$ cat config.mk
export PLATFORM = sky130hd
export DESIGN_NAME = lfu_slot_replacement_unit
export DESIGN_NICKNAME = d
export VERILOG_FILES = /design/src/sv/lfu_pkg.sv /design/src/sv/lfu_slot_replacement_unit.sv
export SDC_FILE = /design/constraint.sdc
export NUM_CORES = 2
export LEC_CHECK = 0
export ABC_AREA = 1
export BUFFER_PORTS_ARGS = -buffer_cell sky130_fd_sc_hd__buf_2
export CORE_UTILIZATION = 33
export CTS_CLUSTER_SIZE = 30
export DETAILED_ROUTE_END_ITERATION = 12
export GPL_ROUTABILITY_DRIVEN = 0
export PLACE_DENSITY = 0.5
export SLEW_MARGIN = 20
export SYNTH_ARGS = -nofsm -noshare
export SYNTH_HDL_FRONTEND = slang
export SYNTH_SLANG_ARGS = --single-unit
$ cat constraint.sdc
create_clock -name i_clk -period 20.1 [get_ports i_clk]
set_input_delay 4.02 -clock i_clk [delete_from_list [all_inputs] [get_ports i_clk]]
set_output_delay 4.02 -clock i_clk [all_outputs]
set_load 0.03 [all_outputs]
$ cat src/sv/lfu_pkg.sv
`timescale 1ns / 1ps

package lfu_pkg;

    // Field widths fixed by the interface
    localparam int ID_W       = 8;
    localparam int CFG_W      = 6;
    localparam int SLOT_IDX_W = 5;
    localparam int HITS_W     = 16;
    localparam int STAMP_W    = 32;

    // Default slot count and capacity register reset value
    localparam int               SLOTS_DEF = 32;
    localparam logic [CFG_W-1:0] CAP_RESET = CFG_W'(32);

    // Saturation value of a hit count
    localparam logic [HITS_W-1:0] HITS_MAX = {HITS_W{1'b1}};

    // Result kinds
    localparam logic RK_STEP = 1'b0;
    localparam logic RK_LIST = 1'b1;

    // Sequencer states
    typedef enum logic [2:0] {
        ST_IDLE,
        ST_SCAN,
        ST_UPDATE,
        ST_REPORT,
        ST_LSCAN,
        ST_LEMIT
    } t_state;

endpackage

$ cat src/sv/lfu_slot_replacement_unit.sv
`timescale 1ns / 1ps

// Channel   | Handshake                   | Payload
// ----------+-----------------------------+-------------------------------------------
// request   | i_in_valid / o_in_ready     | i_candidate_id, i_last_item
// result    | o_out_valid / i_out_ready   | o_result_kind, o_hit, o_evicted_valid,
//           |                             | o_evicted_id, o_slot_index, o_listed_id,
//           |                             | o_last_result
// config    | i_cfg_we (no wait)          | i_cfg_data
//
// A request keeps o_in_ready low until it is finished: a pass over the slot memory read port
// finds the hit and the eviction victim, then an update step and a report step follow.
// A last request then lists held ids, each by a min-search pass and an emit step.
// Reset (i_rst_n low, synchronous) empties the slots and clears the sequence counter;
// slot contents need no clearing pass. A stalled result holds the sequencer at its next
// report; the request side opens again once the last result is in the output register.
module lfu_slot_replacement_unit #(
    parameter int SLOTS = lfu_pkg::SLOTS_DEF
) (
    input  logic                         i_clk,
    input  logic                         i_rst_n,
    input  logic                         i_cfg_we,
    input  logic [lfu_pkg::CFG_W-1:0]    i_cfg_data,
    input  logic                         i_in_valid,
    output logic                         o_in_ready,
    input  logic [lfu_pkg::ID_W-1:0]     i_candidate_id,
    input  logic                         i_last_item,
    output logic                         o_out_valid,
    input  logic                         i_out_ready,
    output logic                         o_result_kind,
    output logic                         o_hit,
    output logic                         o_evicted_valid,
    output logic [lfu_pkg::ID_W-1:0]     o_evicted_id,
    output logic [lfu_pkg::SLOT_IDX_W-1:0] o_slot_index,
    output logic [lfu_pkg::ID_W-1:0]     o_listed_id,
    output logic                         o_last_result
);
    import lfu_pkg::*;

    localparam int IDX_W = (SLOTS > 1) ? $clog2(SLOTS) : 1;
    localparam int OCC_W = $clog2(SLOTS + 1);
    localparam int CMP_W = (OCC_W > CFG_W) ? OCC_W : CFG_W;
    localparam logic [CMP_W-1:0] SLOTS_C = CMP_W'(SLOTS);
    localparam logic [CMP_W-1:0] ONE_C   = CMP_W'(1);

    // Slot memories
    logic [ID_W-1:0]    r_owner_mem [SLOTS];
    logic [HITS_W-1:0]  r_hits_mem  [SLOTS];
    logic [STAMP_W-1:0] r_stamp_mem [SLOTS];

    // Control state
    t_state             r_state, n_state;
    logic [CFG_W-1:0]   r_cap_cfg;
    logic [OCC_W-1:0]   r_occupied, n_occupied;
    logic [STAMP_W-1:0] r_seq, n_seq;
    logic [OCC_W-1:0]   r_idx, n_idx;
    logic [OCC_W-1:0]   r_lcount, n_lcount;
    logic               r_rd_ok;

    // Request and scan registers
    logic [ID_W-1:0]    r_id, n_id;
    logic               r_last, n_last;
    logic               r_hit, n_hit;
    logic [IDX_W-1:0]   r_slot, n_slot;
    logic [HITS_W-1:0]  r_hit_cnt, n_hit_cnt;
    logic               r_best_ok, n_best_ok;
    logic [IDX_W-1:0]   r_best_idx, n_best_idx;
    logic [HITS_W-1:0]  r_best_hits, n_best_hits;
    logic [STAMP_W-1:0] r_best_age, n_best_age;
    logic [ID_W-1:0]    r_best_owner, n_best_owner;
    logic               r_ev, n_ev;
    logic               r_min_ok, n_min_ok;
    logic [ID_W-1:0]    r_min, n_min;
    logic               r_prev_ok, n_prev_ok;
    logic [ID_W-1:0]    r_prev, n_prev;

    // Read stage
    logic [ID_W-1:0]    r_rd_owner;
    logic [HITS_W-1:0]  r_rd_hits;
    logic [STAMP_W-1:0] r_rd_stamp;
    logic [IDX_W-1:0]   r_rd_idx;

    // Output register
    logic                  r_out_valid, n_out_valid;
    logic                  r_out_kind, n_out_kind;
    logic                  r_out_hit, n_out_hit;
    logic                  r_out_ev, n_out_ev;
    logic [ID_W-1:0]       r_out_evid, n_out_evid;
    logic [SLOT_IDX_W-1:0] r_out_slot, n_out_slot;
    logic [ID_W-1:0]       r_out_lid, n_out_lid;
    logic                  r_out_last, n_out_last;

    // Combinational helpers
    logic               w_issue;
    logic [IDX_W-1:0]   w_rd_addr;
    logic               w_scan_done;
    logic               w_out_free;
    logic [STAMP_W-1:0] w_age;
    logic [CMP_W-1:0]   w_cap;
    logic [CMP_W-1:0]   w_cfg_ext;
    logic               w_we_owner, w_we_hits, w_we_stamp;
    logic [IDX_W-1:0]   w_wr_addr;
    logic [HITS_W-1:0]  w_wr_hits;

    assign w_issue     = ((r_state == ST_SCAN) || (r_state == ST_LSCAN)) && (r_idx != r_occupied);
    assign w_rd_addr   = r_idx[IDX_W-1:0];
    assign w_scan_done = (r_idx == r_occupied) && !r_rd_ok;
    assign w_out_free  = !r_out_valid || i_out_ready;
    assign w_age       = r_seq - r_rd_stamp;
    assign w_cfg_ext   = CMP_W'(r_cap_cfg);

    // Clamp the configured capacity to 1..SLOTS
    always_comb begin
        if (w_cfg_ext < ONE_C) begin
            w_cap = ONE_C;
        end else if (w_cfg_ext > SLOTS_C) begin
            w_cap = SLOTS_C;
        end else begin
            w_cap = w_cfg_ext;
        end
    end

    assign o_in_ready      = (r_state == ST_IDLE);
    assign o_out_valid     = r_out_valid;
    assign o_result_kind   = r_out_kind;
    assign o_hit           = r_out_hit;
    assign o_evicted_valid = r_out_ev;
    assign o_evicted_id    = r_out_evid;
    assign o_slot_index    = r_out_slot;
    assign o_listed_id     = r_out_lid;
    assign o_last_result   = r_out_last;

    // Slot memories: one write port, one registered read port
    always_ff @(posedge i_clk) begin
        if (w_we_owner) begin
            r_owner_mem[w_wr_addr] <= r_id;
        end
        if (w_we_hits) begin
            r_hits_mem[w_wr_addr] <= w_wr_hits;
        end
        if (w_we_stamp) begin
            r_stamp_mem[w_wr_addr] <= r_seq;
        end
        r_rd_owner <= r_owner_mem[w_rd_addr];
        r_rd_hits  <= r_hits_mem[w_rd_addr];
        r_rd_stamp <= r_stamp_mem[w_rd_addr];
        r_rd_idx   <= w_rd_addr;
    end

    // Next state and datapath control
    always_comb begin
        n_state      = r_state;
        n_occupied   = r_occupied;
        n_seq        = r_seq;
        n_idx        = r_idx;
        n_lcount     = r_lcount;
        n_id         = r_id;
        n_last       = r_last;
        n_hit        = r_hit;
        n_slot       = r_slot;
        n_hit_cnt    = r_hit_cnt;
        n_best_ok    = r_best_ok;
        n_best_idx   = r_best_idx;
        n_best_hits  = r_best_hits;
        n_best_age   = r_best_age;
        n_best_owner = r_best_owner;
        n_ev         = r_ev;
        n_min_ok     = r_min_ok;
        n_min        = r_min;
        n_prev_ok    = r_prev_ok;
        n_prev       = r_prev;
        n_out_valid  = r_out_valid && !i_out_ready;
        n_out_kind   = r_out_kind;
        n_out_hit    = r_out_hit;
        n_out_ev     = r_out_ev;
        n_out_evid   = r_out_evid;
        n_out_slot   = r_out_slot;
        n_out_lid    = r_out_lid;
        n_out_last   = r_out_last;
        w_we_owner   = 1'b0;
        w_we_hits    = 1'b0;
        w_we_stamp   = 1'b0;
        w_wr_addr    = r_slot;
        w_wr_hits    = HITS_W'(1);

        if (w_issue) begin
            n_idx = r_idx + 1'b1;
        end

        case (r_state)
            ST_IDLE: begin
                // Latch the request and arm the scan
                if (i_in_valid) begin
                    n_id      = i_candidate_id;
                    n_last    = i_last_item;
                    n_idx     = '0;
                    n_hit     = 1'b0;
                    n_best_ok = 1'b0;
                    n_state   = ST_SCAN;
                end
            end

            ST_SCAN: begin
                // Track the first matching slot and the eviction victim
                if (r_rd_ok) begin
                    if (!r_hit && (r_rd_owner == r_id)) begin
                        n_hit     = 1'b1;
                        n_slot    = r_rd_idx;
                        n_hit_cnt = r_rd_hits;
                    end
                    if (!r_best_ok || (r_rd_hits < r_best_hits) ||
                        ((r_rd_hits == r_best_hits) && (w_age > r_best_age))) begin
                        n_best_ok    = 1'b1;
                        n_best_idx   = r_rd_idx;
                        n_best_hits  = r_rd_hits;
                        n_best_age   = w_age;
                        n_best_owner = r_rd_owner;
                    end
                end
                if (w_scan_done) begin
                    n_state = ST_UPDATE;
                end
            end

            ST_UPDATE: begin
                // Bump a hit, fill a free slot, or replace the victim
                n_ev = 1'b0;
                if (r_hit) begin
                    w_we_hits = 1'b1;
                    w_wr_hits = (r_hit_cnt == HITS_MAX) ? r_hit_cnt : r_hit_cnt + 1'b1;
                end else begin
                    if (CMP_W'(r_occupied) < w_cap) begin
                        n_slot     = IDX_W'(r_occupied);
                        w_wr_addr  = IDX_W'(r_occupied);
                        n_occupied = r_occupied + 1'b1;
                    end else begin
                        n_slot    = r_best_idx;
                        w_wr_addr = r_best_idx;
                        n_ev      = 1'b1;
                    end
                    w_we_owner = 1'b1;
                    w_we_hits  = 1'b1;
                    w_we_stamp = 1'b1;
                    n_seq      = r_seq + 1'b1;
                end
                n_state = ST_REPORT;
            end

            ST_REPORT: begin
                // Emit the step report, then list or finish
                if (w_out_free) begin
                    n_out_valid = 1'b1;
                    n_out_kind  = RK_STEP;
                    n_out_hit   = r_hit;
                    n_out_ev    = r_ev;
                    n_out_evid  = r_ev ? r_best_owner : '0;
                    n_out_slot  = SLOT_IDX_W'(r_slot);
                    n_out_lid   = '0;
                    n_out_last  = !r_last;
                    if (r_last) begin
                        n_idx     = '0;
                        n_lcount  = '0;
                        n_min_ok  = 1'b0;
                        n_prev_ok = 1'b0;
                        n_state   = ST_LSCAN;
                    end else begin
                        n_state = ST_IDLE;
                    end
                end
            end

            ST_LSCAN: begin
                // Find the smallest held id above the last one listed
                if (r_rd_ok) begin
                    if ((!r_prev_ok || (r_rd_owner > r_prev)) &&
                        (!r_min_ok || (r_rd_owner < r_min))) begin
                        n_min_ok = 1'b1;
                        n_min    = r_rd_owner;
                    end
                end
                if (w_scan_done) begin
                    n_state = ST_LEMIT;
                end
            end

            ST_LEMIT: begin
                // Emit one listing entry, then advance to the next pass or return to idle
                if (w_out_free) begin
                    n_out_valid = 1'b1;
                    n_out_kind  = RK_LIST;
                    n_out_hit   = 1'b0;
                    n_out_ev    = 1'b0;
                    n_out_evid  = '0;
                    n_out_slot  = '0;
                    n_out_lid   = r_min;
                    n_out_last  = (OCC_W'(r_lcount + 1'b1) == r_occupied);
                    n_prev      = r_min;
                    n_prev_ok   = 1'b1;
                    n_lcount    = r_lcount + 1'b1;
                    n_min_ok    = 1'b0;
                    n_idx       = '0;
                    if (OCC_W'(r_lcount + 1'b1) == r_occupied) begin
                        n_state = ST_IDLE;
                    end else begin
                        n_state = ST_LSCAN;
                    end
                end
            end

            default: begin
                n_state = ST_IDLE;
            end
        endcase
    end

    // Control registers
    always_ff @(posedge i_clk) begin
        if (!i_rst_n) begin
            r_state     <= ST_IDLE;
            r_cap_cfg   <= CAP_RESET;
            r_occupied  <= '0;
            r_seq       <= '0;
            r_idx       <= '0;
            r_lcount    <= '0;
            r_rd_ok     <= 1'b0;
            r_out_valid <= 1'b0;
        end else begin
            r_state     <= n_state;
            if (i_cfg_we) begin
                r_cap_cfg <= i_cfg_data;
            end
            r_occupied  <= n_occupied;
            r_seq       <= n_seq;
            r_idx       <= n_idx;
            r_lcount    <= n_lcount;
            r_rd_ok     <= w_issue;
            r_out_valid <= n_out_valid;
        end
    end

    // Payload registers
    always_ff @(posedge i_clk) begin
        r_id         <= n_id;
        r_last       <= n_last;
        r_hit        <= n_hit;
        r_slot       <= n_slot;
        r_hit_cnt    <= n_hit_cnt;
        r_best_ok    <= n_best_ok;
        r_best_idx   <= n_best_idx;
        r_best_hits  <= n_best_hits;
        r_best_age   <= n_best_age;
        r_best_owner <= n_best_owner;
        r_ev         <= n_ev;
        r_min_ok     <= n_min_ok;
        r_min        <= n_min;
        r_prev_ok    <= n_prev_ok;
        r_prev       <= n_prev;
        r_out_kind   <= n_out_kind;
        r_out_hit    <= n_out_hit;
        r_out_ev     <= n_out_ev;
        r_out_evid   <= n_out_evid;
        r_out_slot   <= n_out_slot;
        r_out_lid    <= n_out_lid;
        r_out_last   <= n_out_last;
    end

endmodule

# Word-level counts from Yosys, hierarchy flattened
# Memories as Yosys holds them, arrays and structs flattened. A register that Yosys moved wholly into a read port is not among the register bits.
# Index checks and enable logic that the tools add are counted.
# Widths: inputs -> output; s select.
dict set report totals {
  reg_bits 203
  ramBits 1792
  inputBits 20
  output_inout_bits 27
  mem_count 3
}
dict set report op_classes {
  add_sub_neg 6
  order_cmp 7
  n_eq_ne 22
  muxes 71
  bitwise_logic 1
  reduce_logical 40
}
# name words word_bits rd rd_clocked_by_memory_dff wr line
set mem_list {}
lappend mem_list {r_stamp_mem 32 32 1 1 1 lfu_slot_replacement_unit.sv:49} ;# logic [STAMP_W-1:0] r_stamp_mem [SLOTS];
lappend mem_list {r_hits_mem 32 16 1 1 1 lfu_slot_replacement_unit.sv:48} ;# logic [HITS_W-1:0] r_hits_mem [SLOTS];
lappend mem_list {r_owner_mem 32 8 1 1 1 lfu_slot_replacement_unit.sv:47} ;# logic [ID_W-1:0] r_owner_mem [SLOTS];
# op count
set op_table {}
lappend op_table {{$mux 6} 10}
lappend op_table {{$mux 16} 3}
lappend op_table {{$mux 5} 7}
lappend op_table {{$add 32x1->32 const B} 1}
lappend op_table {{$gt 32x32->1} 1}
lappend op_table {{$mux 8} 4}
lappend op_table {{$pmux 8 s2} 2}
lappend op_table {{$sub 32x32->32} 1}
lappend op_table {{$mux 1} 25}
lappend op_table {{$mux 3} 7}
lappend op_table {{$pmux 5 s2} 2}
lappend op_table {{$add 6x1->6 const B} 3}
lappend op_table {{$pmux 3 s6} 1}
lappend op_table {{$pmux 6 s3} 1}
lappend op_table {{$reduce_and 3->1} 6}
lappend op_table {{$add 16x1->16 const B} 1}
lappend op_table {{$eq 16x16->1} 1}
lappend op_table {{$eq 16x16->1 const B} 1}
lappend op_table {{$lt 16x16->1} 1}
lappend op_table {{$ne 2x2->1 const B} 8}
lappend op_table {{$pmux 1 s2} 7}
lappend op_table {{$eq 6x6->1} 2}
lappend op_table {{$pmux 6 s2} 1}
lappend op_table {{$reduce_and 4->1} 3}
lappend op_table {{other kinds (23)} 48}

# Logic depth before layout (Yosys ltp)
dict set report depth {
  word_depth 7
  ltp_mapped 23
  ltp_nobuf 23
}

# Worst setup path before layout
# No wires, ideal clock.
dict set report synth_timing {
  path_kind {register -> register}
  start {register r_seq[0]}
  end {register r_best_age[0] (enable)}
  setup_time_ns 0.500
  arrival_time_ns 6.524
  t_required_ns 19.600
  path_slack_ns 13.075
  path_stages_with_launch 21
  path_buffers 0
  synth_period_minus_slack_ns 7.025
  path_cell_list {dfxtp_1 -> inv_1 -> ha_1 -> fa_1 -> o21ai_1 -> a21boi_1 -> o21ai_1 -> nand2_1 -> nand2_1 -> nand4_1 -> nand2_1 -> xor2_1 -> ha_1 -> nand2_1 -> nor3b_1 -> nand3_1 -> nor4_1 -> nand2_1 -> nand2_1 -> nand2_1 -> a21oi_1}
}
dict set report synth_via {
  elab_chain_cells 5
}
# element line
set synth_rtl {}
lappend synth_rtl {{start: declaration} lfu_slot_replacement_unit.sv:55} ;# logic [STAMP_W-1:0] r_seq, n_seq;
lappend synth_rtl {{start signal: assignment} lfu_slot_replacement_unit.sv:333} ;# r_seq <= n_seq;
lappend synth_rtl {{$sub 32x32->32} lfu_slot_replacement_unit.sv:109} ;# assign w_age = r_seq - r_rd_stamp;
lappend synth_rtl {{net w_age[28]} lfu_slot_replacement_unit.sv:98} ;# logic [STAMP_W-1:0] w_age;
lappend synth_rtl {{$gt 32x32->1} lfu_slot_replacement_unit.sv:212} ;# ((r_rd_hits == r_best_hits) && (w_age > r_best_age))) begin
lappend synth_rtl {{$logic_and 1x1->1} lfu_slot_replacement_unit.sv:212}
lappend synth_rtl {{$logic_or 1x1->1} lfu_slot_replacement_unit.sv:211} ;# if (!r_best_ok || (r_rd_hits < r_best_hits) ||
lappend synth_rtl {{$reduce_and 3->1 (no line)} n/a}
lappend synth_rtl {{end signal: assignment} lfu_slot_replacement_unit.sv:351} ;# r_best_age <= n_best_age;
lappend synth_rtl {{end: declaration} lfu_slot_replacement_unit.sv:69} ;# logic [STAMP_W-1:0] r_best_age, n_best_age;
# The timed path passes the listed nets, and every way through them passes these cells.
# A chain may end at the register's enable or synchronous reset.

# Worst setup path in the final report
dict set report layout_timing {
  start {register r_seq[0]}
  end {register r_best_age[17] (enable)}
}
# Same word-level chain as after synthesis.

==> impl_metrics.env <==
export IMPL_tightest_slew_ps=1180
export IMPL_dr_pass1_iters=10
export IMPL_start_util=0.3315
export IMPL_fin_crit_ps=6414
export IMPL_clk_pin_slew_ps=60
export IMPL_cts_root_buf="clkbuf_16"
export IMPL_wl_per_cell_um=25.11
export IMPL_port_buffers=46
export IMPL_post_cts_buffers=0
export IMPL_die_x_um=501.6
export IMPL_tns_ps=0
export IMPL_r2r_end="r_best_age[17]$_DFFE_PP_"
export IMPL_synth_area_per_cell_um2=13.01
export IMPL_min_from="r_rd_idx[4]$_DFF_P_"
export IMPL_place_ws_ps=13670
export IMPL_ys_seq_elements=2051
export IMPL_cts_tree="built"
export IMPL_start_kind="flop"
export IMPL_syn_inst=6332
export IMPL_post_cts_resized=0
export IMPL_ant_nets=0
export IMPL_holdPathStages=0
export IMPL_ctsHoldBuffers=0
export IMPL_path_cells="inv_1, ha_1, fa_1, o21ai_1, a21boi_1, o21ai_1, nand2_1, nand2_1, nand4_1, nand2_1, xor2_1, ha_1, nand2_1, nor3b_1, nand3_1, nor4_1, nand2_1, nand2_1, nand2_1, a21oi_4, buf_4"
export IMPL_cpMaxStageDelayCell="dfxtp_1"
export IMPL_max_stage_delay_ps=980
export IMPL_grt_pass1_vias=51289
export IMPL_synth_flop_cell="edfxtp_1"
export IMPL_grt_max_degree=151
export IMPL_hold_class="reg2reg"
export IMPL_r2r_slack_ps=13690
export IMPL_r2r_start="r_seq[0]$_SDFFE_PN0P_"
export IMPL_synth_edf_count=1929
export IMPL_cpMostUsedCell="nand2_1"
export IMPL_floorplan_rows=183
export IMPL_ys_types=54
export IMPL_cap_violations=0
export IMPL_synthArstFlopShare=0
export IMPL_status="complete, but fails checks"
export IMPL_ys_seq_area_frac=0.7329
export IMPL_path_class="reg2reg"
export IMPL_fin_nets=6484
export IMPL_synthToLayoutAreaGrowth_pct=13.55
export IMPL_synth_area_leader_cell="edfxtp_1"
export IMPL_vias=53346
export IMPL_rr_worst_depth=21
export IMPL_syn_area_um2=82370
export IMPL_grt_pass1_wl_um=360000
export IMPL_drt_wl_total_um=247900
export IMPL_yosys_warnings=0
export IMPL_drc=2
export IMPL_skew_ps=89.70
export IMPL_crit_fanout=53
export IMPL_fin_crit_sh=0.3191
export IMPL_violations="design-rule violations"
export IMPL_cp_end_kind="flop"
export IMPL_synth_nets=6457
export IMPL_fmax_mhz=155.9
export IMPL_die_height_um=501.6
export IMPL_hold_violations=0
export IMPL_numCtsBuffers=211
export IMPL_setup_violations=0
export IMPL_clock_latency_ps=860
export IMPL_antenna_found_initial=5
export IMPL_path_buf_inv=2
export IMPL_drt_vias_per_instance=5.403
export IMPL_max_slew_margin=0.2132
export IMPL_htree_levels=4
export IMPL_grtUsageTotal=0.1938
export IMPL_overflow=0
export IMPL_synthTopCellsByArea="edfxtp_1, o21ai_0, nor2_1"
export IMPL_numClockSinks=2051
export IMPL_drive_gt1_frac=0.09431
export IMPL_cpLargestDelayFamily="simple AND/OR/NAND/NOR gates"
export IMPL_design_core_area_um2=248400
export IMPL_final_cell_mix="edfxtp_1, nor2_1, o21ai_0"
export IMPL_io_pins=47
export IMPL_dieArea_um2=251600
export IMPL_dp_hpwl_um=129400
export IMPL_worst_slack_ps=13690
export IMPL_p_per_area_nw_per_um2=116.1
export IMPL_irDropWorstVdd_mv=0.07575
export IMPL_nFillCells=23605
export IMPL_leakage_nw=31.87
export IMPL_clockBufferDepth=3
export IMPL_final_max_slew_viol_count=0
export IMPL_rsz0062_at_grt="false"
export IMPL_cp_data_required_time_ps=20570
export IMPL_layout_commonest_cell="edfxtp_1"
export IMPL_yosysTopAreaCellShare=0.7033
export IMPL_drt_iter0_markers=5996
export IMPL_holdPathEnd="r_best_idx[4]$_DFFE_PP_"
export IMPL_arrival_ps=6890
## where the power goes
group          switching (mW)  internal (mW)  leakage, nW
Combinational            1.55          0.584         9.23
Sequential              0.123           4.84         19.4
Clock                    1.67           2.09         3.23
## worst reg2reg max path, cell delays in order (launching register included)
cell and delay, ps:
dfxtp_1 980, inv_1 270, ha_1 310, fa_1 410
o21ai_1 230, a21boi_1 170, o21ai_1 350, nand2_1 90
nand2_1 140, nand4_1 120, nand2_1 130, xor2_1 90
ha_1 280, nand2_1 60, nor3b_1 190, nand3_1 200
nor4_1 380, nand2_1 100, nand2_1 70, nand2_1 280
a21oi_4 430, buf_4 750
## state kept, by name (all words and copies together) (netlist names), 6 cells and up
signal        count
r_rd_owner        8
r_min             8
r_cap_cfg         6
r_prev            8
r_idx             6
r_best_owner      8
r_rd_hits        16
o_listed_id       8
r_best_hits      16
o_evicted_id      8
r_lcount          6
r_owner_mem     256
r_best_age       32
r_rd_stamp       32
r_id              8
r_seq            32
r_stamp_mem    1024
r_hits_mem      512
r_occupied        6
r_hit_cnt        16
## logic make-up (layout without fill, tap and decap cells)
| kind of cell | count (synthesis) | count (layout) | share of synthesized area |
|---|---|---|---|
| flip-flops | 2051 | 2051 | 0.7329 |
| AO/OA/AOI/OAI | 1737 | 1737 | 0.1282 |
| AND/OR/NAND/NOR | 1711 | 1711 | 0.08437 |
| buffers and inverters | 667 | 877 | 0.03198 |
| adder cells (fa/ha/maj) | 105 | 105 | 0.01604 |
| XOR/XNOR | 61 | 61 | 0.006486 |
| other | 0 | 1 | 0 |
## cells in the mapped netlist (104+ instances only)
| master | count |
|---|---|
| a21oi_1 | 107 |
| nand3_1 | 187 |
| clkbuf_1 | 288 |
| nor2_1 | 1181 |
| edfxtp_1 | 1929 |
| ha_1 | 104 |
| o21ai_0 | 1008 |
| o221ai_1 | 347 |
| dfxtp_1 | 122 |
| o22ai_1 | 106 |
| inv_1 | 255 |
| nand2_1 | 225 |
## how the worst max path moves through the flow
| stage | from | end | slack [ps] | cells past startpoint |
|---|---|---|---|---|
| 2_1_floorplan | r_seq[0]$_SDFFE_PN0P_ | r_best_age[0]$_DFFE_PP_ | 13080 | 20 |
| 3_3_place_gp | r_seq[0]$_SDFFE_PN0P_ | r_best_age[7]$_DFFE_PP_ | 13670 | 21 |
| 3_5_place_dp | r_seq[0]$_SDFFE_PN0P_ | r_best_age[27]$_DFFE_PP_ | 13670 | 21 |
| 4_1_cts | r_seq[0]$_SDFFE_PN0P_ | r_best_age[12]$_DFFE_PP_ | 13720 | 21 |
| 5_1_grt | r_seq[0]$_SDFFE_PN0P_ | r_best_age[12]$_DFFE_PP_ | 13100 | 21 |
| 6_report | r_seq[0]$_SDFFE_PN0P_ | r_best_age[17]$_DFFE_PP_ | 13690 | 21 |
## metrics by stage
step	std cells	power [mW]	hold slack (ps)	area [µm²]	utilization
2_1_floorplan	6332	6.398	329.0	82370	-
3_3_place_gp	9469	7.150	414.5	86750	0.3492
5_1_grt	9873	11.31	443.2	93530	0.3765
6_report	9873	10.85	424.2	93530	0.3765
4_1_cts	9867	10.92	422.3	93420	0.3761
3_5_place_dp	9471	7.175	415.9	86800	0.3494
## per-layer routing
| metal | wire length [µm] | global-route usage |
|---|---|---|
| met1 | 109900 | 0.2719 |
| met2 | 117200 | 0.3169 |
| met3 | 15670 | 0.02450 |
| met4 | 5127 | 0.04773 |
| met5 | 13 | 0 |
## final cells by class
type / count / area [µm²] / area share
diodes: 1 / 2.502 / 0.00002676
clock buffers: 297 / 5786 / 0.06186
clock inverters: 99 / 837.1 / 0.008950
inverters: 267 / 1033 / 0.01105
multi-input cells: 3614 / 19680 / 0.2104
flip-flops and latches: 2051 / 60400 / 0.6458
well taps: 3330 / 4167 / 0.04455
repair buffers: 214 / 1625 / 0.01738
Note: power is estimated with default switching activity, not from simulation.
